$ cat config.mk
export PLATFORM = sky130hd
export DESIGN_NAME = circular_array_deque_unit
export DESIGN_NICKNAME = d
export VERILOG_FILES = /design/src/rtl/core/cadq_pkg.sv /design/src/rtl/core/circular_array_deque_unit.sv
export SDC_FILE = /design/constraint.sdc
export NUM_CORES = 1
export LEC_CHECK = 0
export ABC_AREA = 1
export BUFFER_PORTS_ARGS = -buffer_cell sky130_fd_sc_hd__buf_2
export CELL_PAD_IN_SITES_DETAIL_PLACEMENT = 0
export CELL_PAD_IN_SITES_GLOBAL_PLACEMENT = 1
export CORE_ASPECT_RATIO = 0.7
export CORE_MARGIN = 1.5
export CORE_UTILIZATION = 53
export DETAILED_ROUTE_END_ITERATION = 12
export HOLD_SLACK_MARGIN = 0.1
export PLACE_DENSITY = 0.9
export REMOVE_ABC_BUFFERS = 1
export SYNTH_ARGS = -nofsm -noshare
export SYNTH_HDL_FRONTEND = slang
export SYNTH_SLANG_ARGS = --single-unit
$ cat constraint.sdc
create_clock -name i_clk -period 5.8 [get_ports i_clk]
set_input_delay 0.58 -clock i_clk [delete_from_list [all_inputs] [get_ports i_clk]]
set_output_delay 0.58 -clock i_clk [all_outputs]
set_load 0.01 [all_outputs]
$ cat src/rtl/core/cadq_pkg.sv
// Shared constants, operation codes and beat types of the circular array deque.
`default_nettype none

package cadq_pkg;

    localparam int unsigned DEPTH      = 16;
    localparam int unsigned IDX_W      = (DEPTH > 1) ? $clog2(DEPTH) : 1;
    localparam int unsigned CNT_W      = $clog2(DEPTH + 1);
    localparam int unsigned WORD_W     = 32;
    localparam int unsigned ITEM_CNT_W = 5;
    localparam int unsigned OP_W       = 3;

    localparam logic [OP_W-1:0] OP_PUSH_FRONT = 3'd0;
    localparam logic [OP_W-1:0] OP_PUSH_REAR  = 3'd1;
    localparam logic [OP_W-1:0] OP_POP_FRONT  = 3'd2;
    localparam logic [OP_W-1:0] OP_POP_REAR   = 3'd3;
    localparam logic [OP_W-1:0] OP_PEEK_FRONT = 3'd4;
    localparam logic [OP_W-1:0] OP_PEEK_REAR  = 3'd5;

    typedef struct packed {
        logic [OP_W-1:0]          operation;
        logic signed [WORD_W-1:0] item_value;
    } t_cmd;

    typedef struct packed {
        logic                     ok;
        logic signed [WORD_W-1:0] data_out;
        logic                     is_empty;
        logic                     is_full;
        logic [ITEM_CNT_W-1:0]    item_count;
    } t_rsp;

endpackage

`default_nettype wire

$ cat src/rtl/core/circular_array_deque_unit.sv
// Top level of the circular array deque: pointer control and slot memory.
//
// One command beat is taken in every cycle (busy stays low) and its result
// beat appears on o_rsp, flagged by o_rsp_valid, in the cycle after the
// beat is taken, as the slot memory read is registered. Pointers
// and count update at the edge that takes the command, so back-to-back
// commands always see the state the previous one left. The result beat is
// shown for one cycle only and cannot be held off: capture it when it appears.
// Slots never written are never read, so no memory clearing is done.
`default_nettype none

module circular_array_deque_unit (
    input  wire logic          i_clk,
    input  wire logic          i_rst_n,
    input  wire logic          start,
    output logic               busy,
    input  wire cadq_pkg::t_cmd i_cmd,
    output logic               o_rsp_valid,
    output cadq_pkg::t_rsp     o_rsp
);

    function automatic logic [cadq_pkg::IDX_W-1:0] wrap_up(
        input logic [cadq_pkg::IDX_W-1:0] i
    );
        return (i == cadq_pkg::IDX_W'(cadq_pkg::DEPTH - 1)) ? '0 : i + 1'b1;
    endfunction

    function automatic logic [cadq_pkg::IDX_W-1:0] wrap_down(
        input logic [cadq_pkg::IDX_W-1:0] i
    );
        return (i == '0) ? cadq_pkg::IDX_W'(cadq_pkg::DEPTH - 1) : i - 1'b1;
    endfunction

    logic [cadq_pkg::WORD_W-1:0] r_mem [cadq_pkg::DEPTH];
    logic [cadq_pkg::WORD_W-1:0] r_rd_data;

    logic [cadq_pkg::IDX_W-1:0]  r_head, n_head;
    logic [cadq_pkg::IDX_W-1:0]  r_tail, n_tail;
    logic [cadq_pkg::CNT_W-1:0]  r_count, n_count;
    logic                        r_rsp_valid;
    logic                        r_ok, n_ok;
    logic                        r_use_rd, n_use_rd;

    logic                        accept;
    logic                        wr_en;
    logic [cadq_pkg::IDX_W-1:0]  wr_addr;
    logic [cadq_pkg::IDX_W-1:0]  rd_addr;
    logic                        is_empty_now;
    logic                        is_full_now;

    assign busy         = 1'b0;
    assign accept       = start && !busy;
    assign is_empty_now = (r_count == '0);
    assign is_full_now  = (r_count == cadq_pkg::CNT_W'(cadq_pkg::DEPTH));

    always_comb begin
        n_head   = r_head;
        n_tail   = r_tail;
        n_count  = r_count;
        n_ok     = 1'b0;
        n_use_rd = 1'b0;
        wr_en    = 1'b0;
        wr_addr  = r_head;
        rd_addr  = ((i_cmd.operation == cadq_pkg::OP_POP_FRONT) ||
                    (i_cmd.operation == cadq_pkg::OP_PEEK_FRONT)) ? r_head : r_tail;
        if (accept) begin
            unique case (i_cmd.operation)
                cadq_pkg::OP_PUSH_FRONT, cadq_pkg::OP_PUSH_REAR: begin
                    if (!is_full_now) begin
                        n_ok    = 1'b1;
                        n_count = r_count + 1'b1;
                        wr_en   = 1'b1;
                        if (is_empty_now) begin
                            n_head  = '0;
                            n_tail  = '0;
                            wr_addr = '0;
                        end else if (i_cmd.operation == cadq_pkg::OP_PUSH_FRONT) begin
                            n_head  = wrap_down(r_head);
                            wr_addr = wrap_down(r_head);
                        end else begin
                            n_tail  = wrap_up(r_tail);
                            wr_addr = wrap_up(r_tail);
                        end
                    end
                end
                cadq_pkg::OP_POP_FRONT: begin
                    if (!is_empty_now) begin
                        n_ok     = 1'b1;
                        n_use_rd = 1'b1;
                        n_count  = r_count - 1'b1;
                        if (r_count != cadq_pkg::CNT_W'(1)) begin
                            n_head = wrap_up(r_head);
                        end
                    end
                end
                cadq_pkg::OP_POP_REAR: begin
                    if (!is_empty_now) begin
                        n_ok     = 1'b1;
                        n_use_rd = 1'b1;
                        n_count  = r_count - 1'b1;
                        if (r_count != cadq_pkg::CNT_W'(1)) begin
                            n_tail = wrap_down(r_tail);
                        end
                    end
                end
                cadq_pkg::OP_PEEK_FRONT, cadq_pkg::OP_PEEK_REAR: begin
                    if (!is_empty_now) begin
                        n_ok     = 1'b1;
                        n_use_rd = 1'b1;
                    end
                end
                default: begin
                end
            endcase
        end
    end

    always_ff @(posedge i_clk) begin
        if (wr_en) begin
            r_mem[wr_addr] <= i_cmd.item_value;
        end
        r_rd_data <= r_mem[rd_addr];
    end

    always_ff @(posedge i_clk) begin
        if (!i_rst_n) begin
            r_head      <= '0;
            r_tail      <= '0;
            r_count     <= '0;
            r_rsp_valid <= 1'b0;
        end else begin
            r_head      <= n_head;
            r_tail      <= n_tail;
            r_count     <= n_count;
            r_rsp_valid <= accept;
        end
    end

    always_ff @(posedge i_clk) begin
        if (accept) begin
            r_ok     <= n_ok;
            r_use_rd <= n_use_rd;
        end
    end

    assign o_rsp_valid      = r_rsp_valid;
    assign o_rsp.ok         = r_ok;
    assign o_rsp.data_out   = r_use_rd ? r_rd_data : '1;
    assign o_rsp.is_empty   = is_empty_now;
    assign o_rsp.is_full    = is_full_now;
    assign o_rsp.item_count = cadq_pkg::ITEM_CNT_W'(r_count);

endmodule

`default_nettype wire

==> metrics.txt, run 1 <==
status finished clean; type of origin of the critical path register; Post-Syn Area per Cell between 10 and 15 um2; hold path depth 3; post-DR wirelength/cell 19.9 um; mux cell area share after synthesis 0%; worst-margin pin slew 1.29 ns; synth-to-layout area growth 10.8%; NetSw 2.17 mW; pin count of the biggest net entering global routing 153; sw frac between 20% and 30%; Setup crit end kind register; Post-synth top cells nand3_1, edfxtp_1, inv_1, nand2_1, nand3b_1; gr usage total 25.8%; Placeable Area 45500 um2; setup TNS 0 ns; Buf/Inv on CP 4; total design power 8.89 mW; Final WS setup around 2 ns; later-pin clock latency in the skew report 0.59 ns; CTS max path bufs 3; Crit path arrival time 4.03 ns; post-CTS resize count 0; Die ar. 47900 um2; slowest stage delay, CP 0.73 ns; worst path required time 6.02 ns; r2r setup slk between 1.5 and 2 ns; critical path's slowest cell nor2_4; DR pass1 iterations 7; Most common cell on crit path nand2_1; Chip Width roughly 260 um; Detail Route Antenna Nets 0; number of max-cap violations 0; register area share after synthesis 66.3%; worst vdd ir between 0.2 and 0.3 mV; postcts setup bufs 0; routed via count 16.9k; Initial Utilization 54.3%; Reg-to-Reg Start r_count[0]$_SDFFE_PN0P_; post-synth cell types 31; PortBufs a little under 80; Clock Pin Slew Worst Setup and Hold Paths approximately 0.06 ns; top cell type's share of synthesized area 62.6%; Slew HR 13.8%; P_int 6.72 mW; drt initial violations about 1.8k; Synth area leader edfxtp_1; grt ovf 0; synth top area cells edfxtp_1, nand3_1, inv_1; area post-placement 25600 um2; FF-to-FF path depth 13; crit path max fanout 17; Comb power frac 10.1%; first-pass GRT wire length 94000 um; top-count cell post-synth nand3_1; initial antenna violation count 0; layout cell share with drive strength beyond 1 between 8 and 9%; Final Critical Period 3.80 ns; clock tree sinks 560; I/O pin cnt 80; GPL Wtd Cong 0.821; post-layout util between 60% and 70%; Async SR Flop Fraction 0%; HP Class input port to register; hold_buf cts 0; Layout fillers 3650; CTS buffer count 53; clk_skew 0.0339 ns; Reg2Reg Capture Point r_mem[0][20]$_DFFE_PP_; family with the most delay on the worst path simple AND/OR/NAND/NOR gates; critical path class register to register; HPWL after detailed placement 31100 um; Peak Freq 263 MHz; ANT cells 0; Synth Area in Compound Gates about 1.0%; Fin. Hold Viols 0; min-delay src start; vias in the first global route around 16k; Synth Area in Adders 0.558%; final setup fails 0; Leak about 11 nW; sequential power share 51.0%; synthesized cell area 24700 um2; Clock power frac 38.9%; XOR/XNOR Fraction of Synth Area 0.142%; Nets 2477; Min-Delay Endpoint o_rsp_valid$_SDFF_PN0_; Vias per Instance 5.49; CTS H-tree depth 2; max-slew violations 0; EDFF count, synth 514; post-route cell area about 27000 um2; Post-Synth Simple-Gate Area 21.9%; YS warnings 0; clk root buf clkbuf_16; Power Dens Cells 325 nW/um2; number of synthesized register bits 560; DRC viols 0; RSZ-0062 raised after global routing false; CTS tree yes; crit path cell chain inv_1, ha_1, inv_1, nor2_1, nand2_1, nand2_1, inv_1, nand2_1, o21ai_0, nor2_1, nand2_1, nor2_4, buf_4; Total Wirelength 61200 um; largest family of logic cells by synthesized area simple AND/OR/NAND/NOR gates; Die Y 184 um; Post-synth top flop edfxtp_1; Rows between 60 and 70; Post-Syn Instances 2399; Place WS 2.07 ns; final worst path period share ~66%
[state kept, by name, indices dropped and copies added, names as in the netlist]
signal       count
o_rsp_valid      1
r_count          5
r_head           4
r_mem          512
r_ok             1
r_rd_data       32
r_tail           4
r_use_rd         1
[cell usage in the layout, fill, tap and decap left out, types with 28 or more instances in the layout]
cell / n
nand3_1: 519
nand3b_1: 96
buf_2: 78
nand2_1: 477
inv_1: 491
o21ai_0: 28
clkbuf_16: 55
nor2_1: 32
edfxtp_1: 514
dfxtp_1: 46
[per-stage QoR]
stage / std cells / hold WS (ns)
finish: 3075 / 0.249
global route: 3075 / 0.244
CTS: 3075 / 0.224
detailed placement: 2976 / 0.510
global placement: 2976 / 0.503
floorplan: 2271 / 0.488
[cell type report]
| cell class | instances | area (um2) | area share [%] |
|---|---|---|---|
| Inverter | 493 | 1850 | 6.77 |
| Multi-Input combinational cell | 1218 | 6030 | 22.1 |
| Clock inverter | 28 | 254 | 0.929 |
| Timing Repair Buffer | 102 | 608 | 2.22 |
| Tap cell | 603 | 754 | 2.76 |
| Clock buffer | 71 | 1480 | 5.40 |
| Sequential cell | 560 | 16400 | 59.8 |
[worst reg2reg max path, delay by kind of cell, from the launching register on]
kind                     cells  cell delay, ns
flip-flops                   1            0.39
buffers and inverters        4            0.80
AND/OR/NAND/NOR              7            1.90
AO/OA/AOI/OAI                1            0.15
adder cells (fa/ha/maj)      1            0.20
[cell families (layout without fill, tap and decap cells)]
family | after synthesis | count (layout)
and+or+nand+nor | 1154 | 1154
buffers and inverters | 621 | 694
DFF | 560 | 560
AOI/OAI and AO/OA | 48 | 48
adders and majority gates | 11 | 11
xor gates and xnor gates | 4 | 4
other | 1 | 1
[power groups by stage]
stage / registers [mW] / logic, mW / clock network (mW)
floorplan: 4.61 / 0.564 / 0
global placement: 4.62 / 0.870 / 0
detailed placement: 4.62 / 0.890 / 0
CTS: 4.54 / 0.893 / 3.50
global route: 4.54 / 0.995 / 3.64
finish: 4.54 / 0.897 / 3.46
[worst max-delay path by stage]
| stage | startpoint | endpoint | depth (start not counted) |
|---|---|---|---|
| after global routing | r_count[1]$_SDFFE_PN0P_ | r_mem[0][13]$_DFFE_PP_ | 13 |
| after CTS | r_count[0]$_SDFFE_PN0P_ | r_mem[0][20]$_DFFE_PP_ | 13 |
| final | r_count[0]$_SDFFE_PN0P_ | r_mem[0][20]$_DFFE_PP_ | 13 |
| after floorplan | i_cmd[32] | r_rd_data[11]$_DFF_P_ | 9 |
| after detailed placement | r_count[0]$_SDFFE_PN0P_ | r_mem[0][10]$_DFFE_PP_ | 13 |
| after global placement | r_count[0]$_SDFFE_PN0P_ | r_mem[0][10]$_DFFE_PP_ | 13 |
[routing by layer]
metal,global-route usage (%),vias to the layer above,wire [um]
li1,-,7919,-
met1,37.2,8088,26300
met2,39.7,782,27300
met3,5.58,93,6140
met4,7.19,0,1390
met5,0,-,0
Power figures use the tool's default switching activity.
==> run 2: changes to the inputs <==
--- a/config.mk
+++ b/config.mk
@@ -11,10 +11,10 @@
 export CELL_PAD_IN_SITES_GLOBAL_PLACEMENT = 1
 export CORE_ASPECT_RATIO = 0.7
 export CORE_MARGIN = 1.5
-export CORE_UTILIZATION = 53
+export CORE_UTILIZATION = 50
 export DETAILED_ROUTE_END_ITERATION = 12
 export HOLD_SLACK_MARGIN = 0.1
-export PLACE_DENSITY = 0.9
+export PLACE_DENSITY = 0.86
 export REMOVE_ABC_BUFFERS = 1
 export SYNTH_ARGS = -nofsm -noshare
 export SYNTH_HDL_FRONTEND = slang
==> constraint.sdc (replaced) <==
create_clock -name i_clk -period 3.9 [get_ports i_clk]
set_input_delay 0.39 -clock i_clk [delete_from_list [all_inputs] [get_ports i_clk]]
set_output_delay 0.39 -clock i_clk [all_outputs]
set_load 0.01 [all_outputs]
==> run 2 against run 1 <==
Wire length rose by 0.37%; power rose by 45%; global-route usage fell by 1.1 points; sequential share of layout area fell by 0.57 points; first-iteration DRC count rose by 5.6%; die area rose by 5.9%; design area rose by 0.96%; sequential power rose by 49%; critical path type unchanged; critical endpoint is now r_mem[8][24]$_DFFE_PP_.
==> metrics.txt, run 2 (synthesis gave the netlist of run 1 again) <==
worst path required time 4.17 ns; Chip Width 269 um; layout cell share with drive strength beyond 1 between 9 and 10%; pin count of the biggest net entering global routing between 90 and 100; GPL Wtd Cong 0.847; HPWL after detailed placement 33600 um; post-layout util 57.1%; initial antenna violation count 0; status finished clean; Place WS ~0.70 ns; setup TNS 0 ns; largest register by flop count r_mem; worst-margin pin slew 1.28 ns; Final Critical Period 3.25 ns; Hold Slack approximately 0.16 ns; post-DR wirelength/cell 19.5 um; CTS H-tree depth 2; Fin. Hold Viols 0; hold_buf cts 1; vias in the first global route 16.5k; drt initial violations 1930; Layout fillers between 4k and 5k; area post-placement about 26000 um2; later-pin clock latency in the skew report about 0.60 ns; crit path cell chain inv_1, ha_1, inv_1, nor2_1, nand2_1, nand2_1, inv_1, nand2_1, o21ai_0, nor2_1, nand2_1, nor2_4, buf_12; Post-Place Cells slightly above 3k; Leak 11.5 nW; Power Dens Cells ~470 nW/um2; Post-Layout Cell Count 3146; commonest non-fill, non-tap cell in the layout nand3_1; Most common cell on crit path nand2_1; Initial Utilization roughly half; Clock Pin Slew Worst Setup and Hold Paths 0.06 ns; Crit path arrival time 3.51 ns; Detail Route Antenna Nets 0; gr usage total 24.7%; total design power 12.9 mW; Die Y 189 um; max-slew violations 0; clk root buf clkbuf_16; HP Class input port to register; critical path's slowest cell nor2_4; Buf/Inv on CP 4; worst vdd ir 0.385 mV; Setup crit end kind register; CTS tree yes; family with the most delay on the worst path simple AND/OR/NAND/NOR gates; Placeable Area roughly 48000 um2; slowest stage delay, CP 0.59 ns; grt ovf 0; routed via count about 17k; ANT cells 0; I/O pin cnt 80; Rows 67; Vias per Instance between 5 and 6; postcts setup bufs 0; biggest regs r_mem: 512 flops, r_rd_data: 32 flops, r_count: 5 flops; DRC viols 0; post-CTS resize count 0; final worst path period share 83.2%; DR pass1 iterations 6; CTS buffer count 52; most frequent cells in the layout nand3_1, edfxtp_1, inv_1; RSZ-0062 raised after global routing false; Total Wirelength 61400 um; critical path class register to register; type of origin of the critical path register; Final WS setup 0.653 ns; Nets 2498; final setup fails 0; crit path max fanout 20; post-route cell area 27600 um2; synth-to-layout area growth 11.8%; Die ar. 50700 um2; number of max-cap violations 0; Peak Freq 308 MHz; PortBufs 78; max FFs per register approximately 510; clock tree sinks 560; CTS max path bufs 3; clk_skew 0.0370 ns; first-pass GRT wire length roughly 96000 um; Slew HR 14.6%
-- run 2: worst paths after layout --
path	slack (ns)	start	end	cells past startpoint
max	0.65	r_count[0]$_SDFFE_PN0P_	r_mem[8][24]$_DFFE_PP_	13
min	0.16	i_rst_n	r_tail[3]$_SDFFE_PN0P_	3
max reg2reg	0.65	r_count[0]$_SDFFE_PN0P_	r_mem[8][24]$_DFFE_PP_	13
min reg2reg	0.52	r_tail[3]$_SDFFE_PN0P_	r_tail[3]$_SDFFE_PN0P_	2
-- run 2: cell type report --
type | count | area, um2 | share of cell area, %
tap | 655 | 820 | 2.97
timing repair buffer | 124 | 963 | 3.49
multi-input combinational | 1218 | 6030 | 21.9
clock inverter | 21 | 121 | 0.440
inverter | 493 | 1850 | 6.71
clock buffer | 75 | 1450 | 5.26
sequential | 560 | 16400 | 59.3
-- run 2: power by group --
part | switching [mW] | total (mW) | internal, mW
clock | 2.18 | 4.77 | 2.59
sequential | 0.0664 | 6.75 | 6.69
combinational | 0.990 | 1.40 | 0.411
-- run 2: tightest hold or removal path: stages --
cell,delay (ns)
buf_2,0.18
nand2_1,0.10
nor2_1,0.03
-- run 2: routing by layer --
metal  track usage, %  up-vias  share of wire [%]
met2             38.7      785                 46
li1                 -     7953                  -
met3             3.63       67                8.5
met5                0        -                  0
met4             5.10        0                1.5
met1             36.7     8118                 44
==> run 3: changes to the inputs <==
--- a/config.mk
+++ b/config.mk
@@ -5,16 +5,16 @@
 export SDC_FILE = /design/constraint.sdc
 export NUM_CORES = 1
 export LEC_CHECK = 0
-export ABC_AREA = 1
+export ABC_AREA = 0
 export BUFFER_PORTS_ARGS = -buffer_cell sky130_fd_sc_hd__buf_2
 export CELL_PAD_IN_SITES_DETAIL_PLACEMENT = 0
 export CELL_PAD_IN_SITES_GLOBAL_PLACEMENT = 1
 export CORE_ASPECT_RATIO = 0.7
 export CORE_MARGIN = 1.5
-export CORE_UTILIZATION = 50
+export CORE_UTILIZATION = 53
 export DETAILED_ROUTE_END_ITERATION = 12
 export HOLD_SLACK_MARGIN = 0.1
-export PLACE_DENSITY = 0.86
+export PLACE_DENSITY = 0.85
 export REMOVE_ABC_BUFFERS = 1
 export SYNTH_ARGS = -nofsm -noshare
 export SYNTH_HDL_FRONTEND = slang
==> constraint.sdc (replaced) <==
create_clock -name i_clk -period 3.34 [get_ports i_clk]
set_input_delay 0.334 -clock i_clk [delete_from_list [all_inputs] [get_ports i_clk]]
set_output_delay 0.334 -clock i_clk [all_outputs]
set_load 0.01 [all_outputs]
==> run 3 against run 2 <==
Count of clock-buffer cells in the layout down 1; clock skew down 0.021 ns; power up 18%; maximum frequency up 9.4%; sequential power up 16%; highest routed layer is now met5; via count down 8.9%; flip-flop and latch count unchanged.
==> metrics.txt, run 3 <==
HPWL after detailed placement around 36000 um; CTS H-tree depth 2; vias in the first global route 15.3k; register area share after synthesis 65.8%; Post-Syn Area per Cell approximately 16 um2; Die Y 184 um; later-pin clock latency in the skew report 0.59 ns; post-synth cell types 73; crit path max fanout 18; CTS max path bufs 3; DRC viols 0; clk_skew roughly 0.016 ns; Final WS setup 0.371 ns; layer with the highest usage met2; type of origin of the critical path register; first-pass GRT wire length approximately 97000 um; number of max-cap violations 0; GPL Wtd Cong 0.823; Placeable Area 46400 um2; P_int between 10 and 15 mW; clock tree sinks 560; Initial Utilization 53.6%; Post-Place Cells between 2k and 2.5k; Reg2Reg Capture Point r_mem[1][15]$_DFFE_PP_; top-count cell post-synth edfxtp_1; postcts setup bufs 0; layout cell share with drive strength beyond 1 24.0%; min-delay src i_cmd[28]; Setup crit end kind register; gr usage total 27.3%; biggest regs r_mem: 512 flops, r_rd_data: 32 flops, r_count: 5 flops; synthesized cell area 24900 um2; Post-synth top flop edfxtp_1; setup TNS 0 ns; grt ovf 0; Detail Route Antenna Nets 0; pin count of the biggest net entering global routing 77; Nets 1653; Place WS 0.352 ns; hold path depth 1; Comb power frac under 10%; Async SR Flop Fraction 0%; Synth area leader edfxtp_1; largest register by flop count r_mem; Post-synth top cells edfxtp_1, mux4_2, nor2_1, clkbuf_1, a211oi_1; Clock Pin Slew Worst Setup and Hold Paths 0.07 ns; top cell type's share of synthesized area approximately 62%; slowest stage delay, CP between 0.5 and 0.6 ns; Die ar. 48200 um2; met1 usage 40.3%; CTS tree yes; worst-margin pin slew slightly above 1 ns; Slew HR 32.0%; number of synthesized register bits 560; sw frac 23.2%; status finished clean; DR pass1 iterations 5; Peak Freq 337 MHz; FF-to-FF path depth 8; final setup fails 0; Post-Layout Cell Count around 2.3k; Clock power frac 38.8%; YS warnings 0; sequential power share about half; critical path class register to register; crit path cell chain inv_1, ha_1, nor3b_1, nor2_1, a32oi_1, nand2_1, nor2_4, buf_4; Reg-to-Reg Start r_count[0]$_SDFFE_PN0P_; Power Dens Cells 546 nW/um2; drt initial violations approximately 1.9k; met3 GRT Util under 10%; clk root buf clkbuf_16; Total Wirelength around 65000 um; post-DR wirelength/cell 28.7 um; worst vdd ir 0.484 mV; most frequent cells in the layout edfxtp_1, mux4_2, buf_2; NetSw around 3.5 mW; RSZ-0062 raised after global routing false; synth-to-layout area growth 12.6%; Final Critical Period 2.97 ns; max-slew violations 0; PortBufs 78; Vias per Instance roughly 6.8; initial antenna violation count 2; max FFs per register slightly above 500; Post-Syn Instances 1527; Min-Delay Endpoint r_mem[7][28]$_DFFE_PP_; commonest non-fill, non-tap cell in the layout edfxtp_1; critical path's slowest cell a32oi_1; Chip Width 262 um; Rows 66; Fin. Hold Viols 0; Hold Slack approximately 0.12 ns; EDFF count, synth roughly 510; Crit path arrival time approximately 3.2 ns; M2 GR Usage 41.5%; worst path required time around 3.6 ns; I/O pin cnt 80; final worst path period share 88.9%; HP Class input port to register; Leak 8.80 nW; r2r setup slk roughly 0.37 ns; CTS buffer count 53; synth top area cells edfxtp_1, mux4_2, dfxtp_1; routed via count 15.4k
## run 3: changes by cell type after synthesis, moves of 67 or more
cell / before / now
a211oi_1: 0 / 67
nand3_1: 520 / 6
inv_1: 491 / 14
nand3b_1: 96 / 1
mux4_2: 0 / 128
nand2_1: 478 / 19
## run 3: what timing repair did
action / CTS / global route
gates resized for setup: 0 / 0
hold buffers: 2 / 0
hold endpoints to repair: 6 / 0
## run 3: cells by family (layout without fill, tap and decap cells)
group | count (synthesis) | in the layout | synth area share (%)
fa+ha+maj | 11 | 11 | 0.554
xor+xnor | 7 | 7 | 0.352
flops | 560 | 560 | 65.8
compound gates | 323 | 323 | 10.0
other cells | 1 | 2 | 0.0151
buf+inv | 143 | 263 | 2.64
simple gates | 288 | 288 | 6.36
mux | 194 | 194 | 14.3
## run 3: how the worst max path moves through the flow
stage / start / to / depth (start not counted)
after detailed placement: i_cmd[34] / r_mem[1][2]$_DFFE_PP_ / 9
after CTS: r_count[0]$_SDFFE_PN0P_ / r_mem[1][17]$_DFFE_PP_ / 8
final: r_count[0]$_SDFFE_PN0P_ / r_mem[1][15]$_DFFE_PP_ / 8
after global placement: i_cmd[34] / r_mem[1][0]$_DFFE_PP_ / 9
after global routing: r_count[0]$_SDFFE_PN0P_ / r_mem[1][15]$_DFFE_PP_ / 8
after floorplan: r_head[0]$_SDFFE_PN0P_ / r_mem[4][0]$_DFFE_PP_ / 7
## run 3: metal layers
| layer | up-vias | part of all wire, % |
|---|---|---|
| li1 | 6445 | - |
| met5 | - | 0.026 |
| met4 | 2 | 3.0 |
| met2 | 878 | 46 |
| met1 | 7946 | 41 |
| met3 | 145 | 9.8 |
## run 3: layout make-up
class,count,area (um2)
inverters,15,56.3
fillers,3399,18400
repair buffers,150,1070
well taps,612,766
diodes,1,2.50
clock inverters,24,221
clock buffers,74,1470
multi-input cells,824,8040
flip-flops and latches,560,16400
## run 3: metrics by stage
| step | cell area (um2) | power, mW | utilization (%) |
|---|---|---|---|
| after CTS | 28000 | 15.3 | 60.3 |
| after detailed placement | 26300 | 9.48 | 56.6 |
| final | 28000 | 15.3 | 60.3 |
| after floorplan | 24300 | 8.92 | - |
| after global placement | 26300 | 9.45 | 56.6 |
| after global routing | 28000 | 15.7 | 60.3 |
## run 3: worst max-delay path, delay by kind of cell, from the launching register on
family,cells,cell delay [ns]
adder cells (fa/ha/maj),1,0.27
AND/OR/NAND/NOR,4,0.99
buffers and inverters,2,0.48
flip-flops,1,0.37
AO/OA/AOI/OAI,1,0.51
## run 3: power groups by stage
| stage | combinational, mW | clock, mW | sequential, mW |
|---|---|---|---|
| final | 1.51 | 5.93 | 7.83 |
| after detailed placement | 1.49 | 0 | 7.98 |
| after global placement | 1.47 | 0 | 7.98 |
| after floorplan | 0.857 | 0 | 8.07 |
| after CTS | 1.50 | 6.00 | 7.83 |
| after global routing | 1.61 | 6.28 | 7.84 |
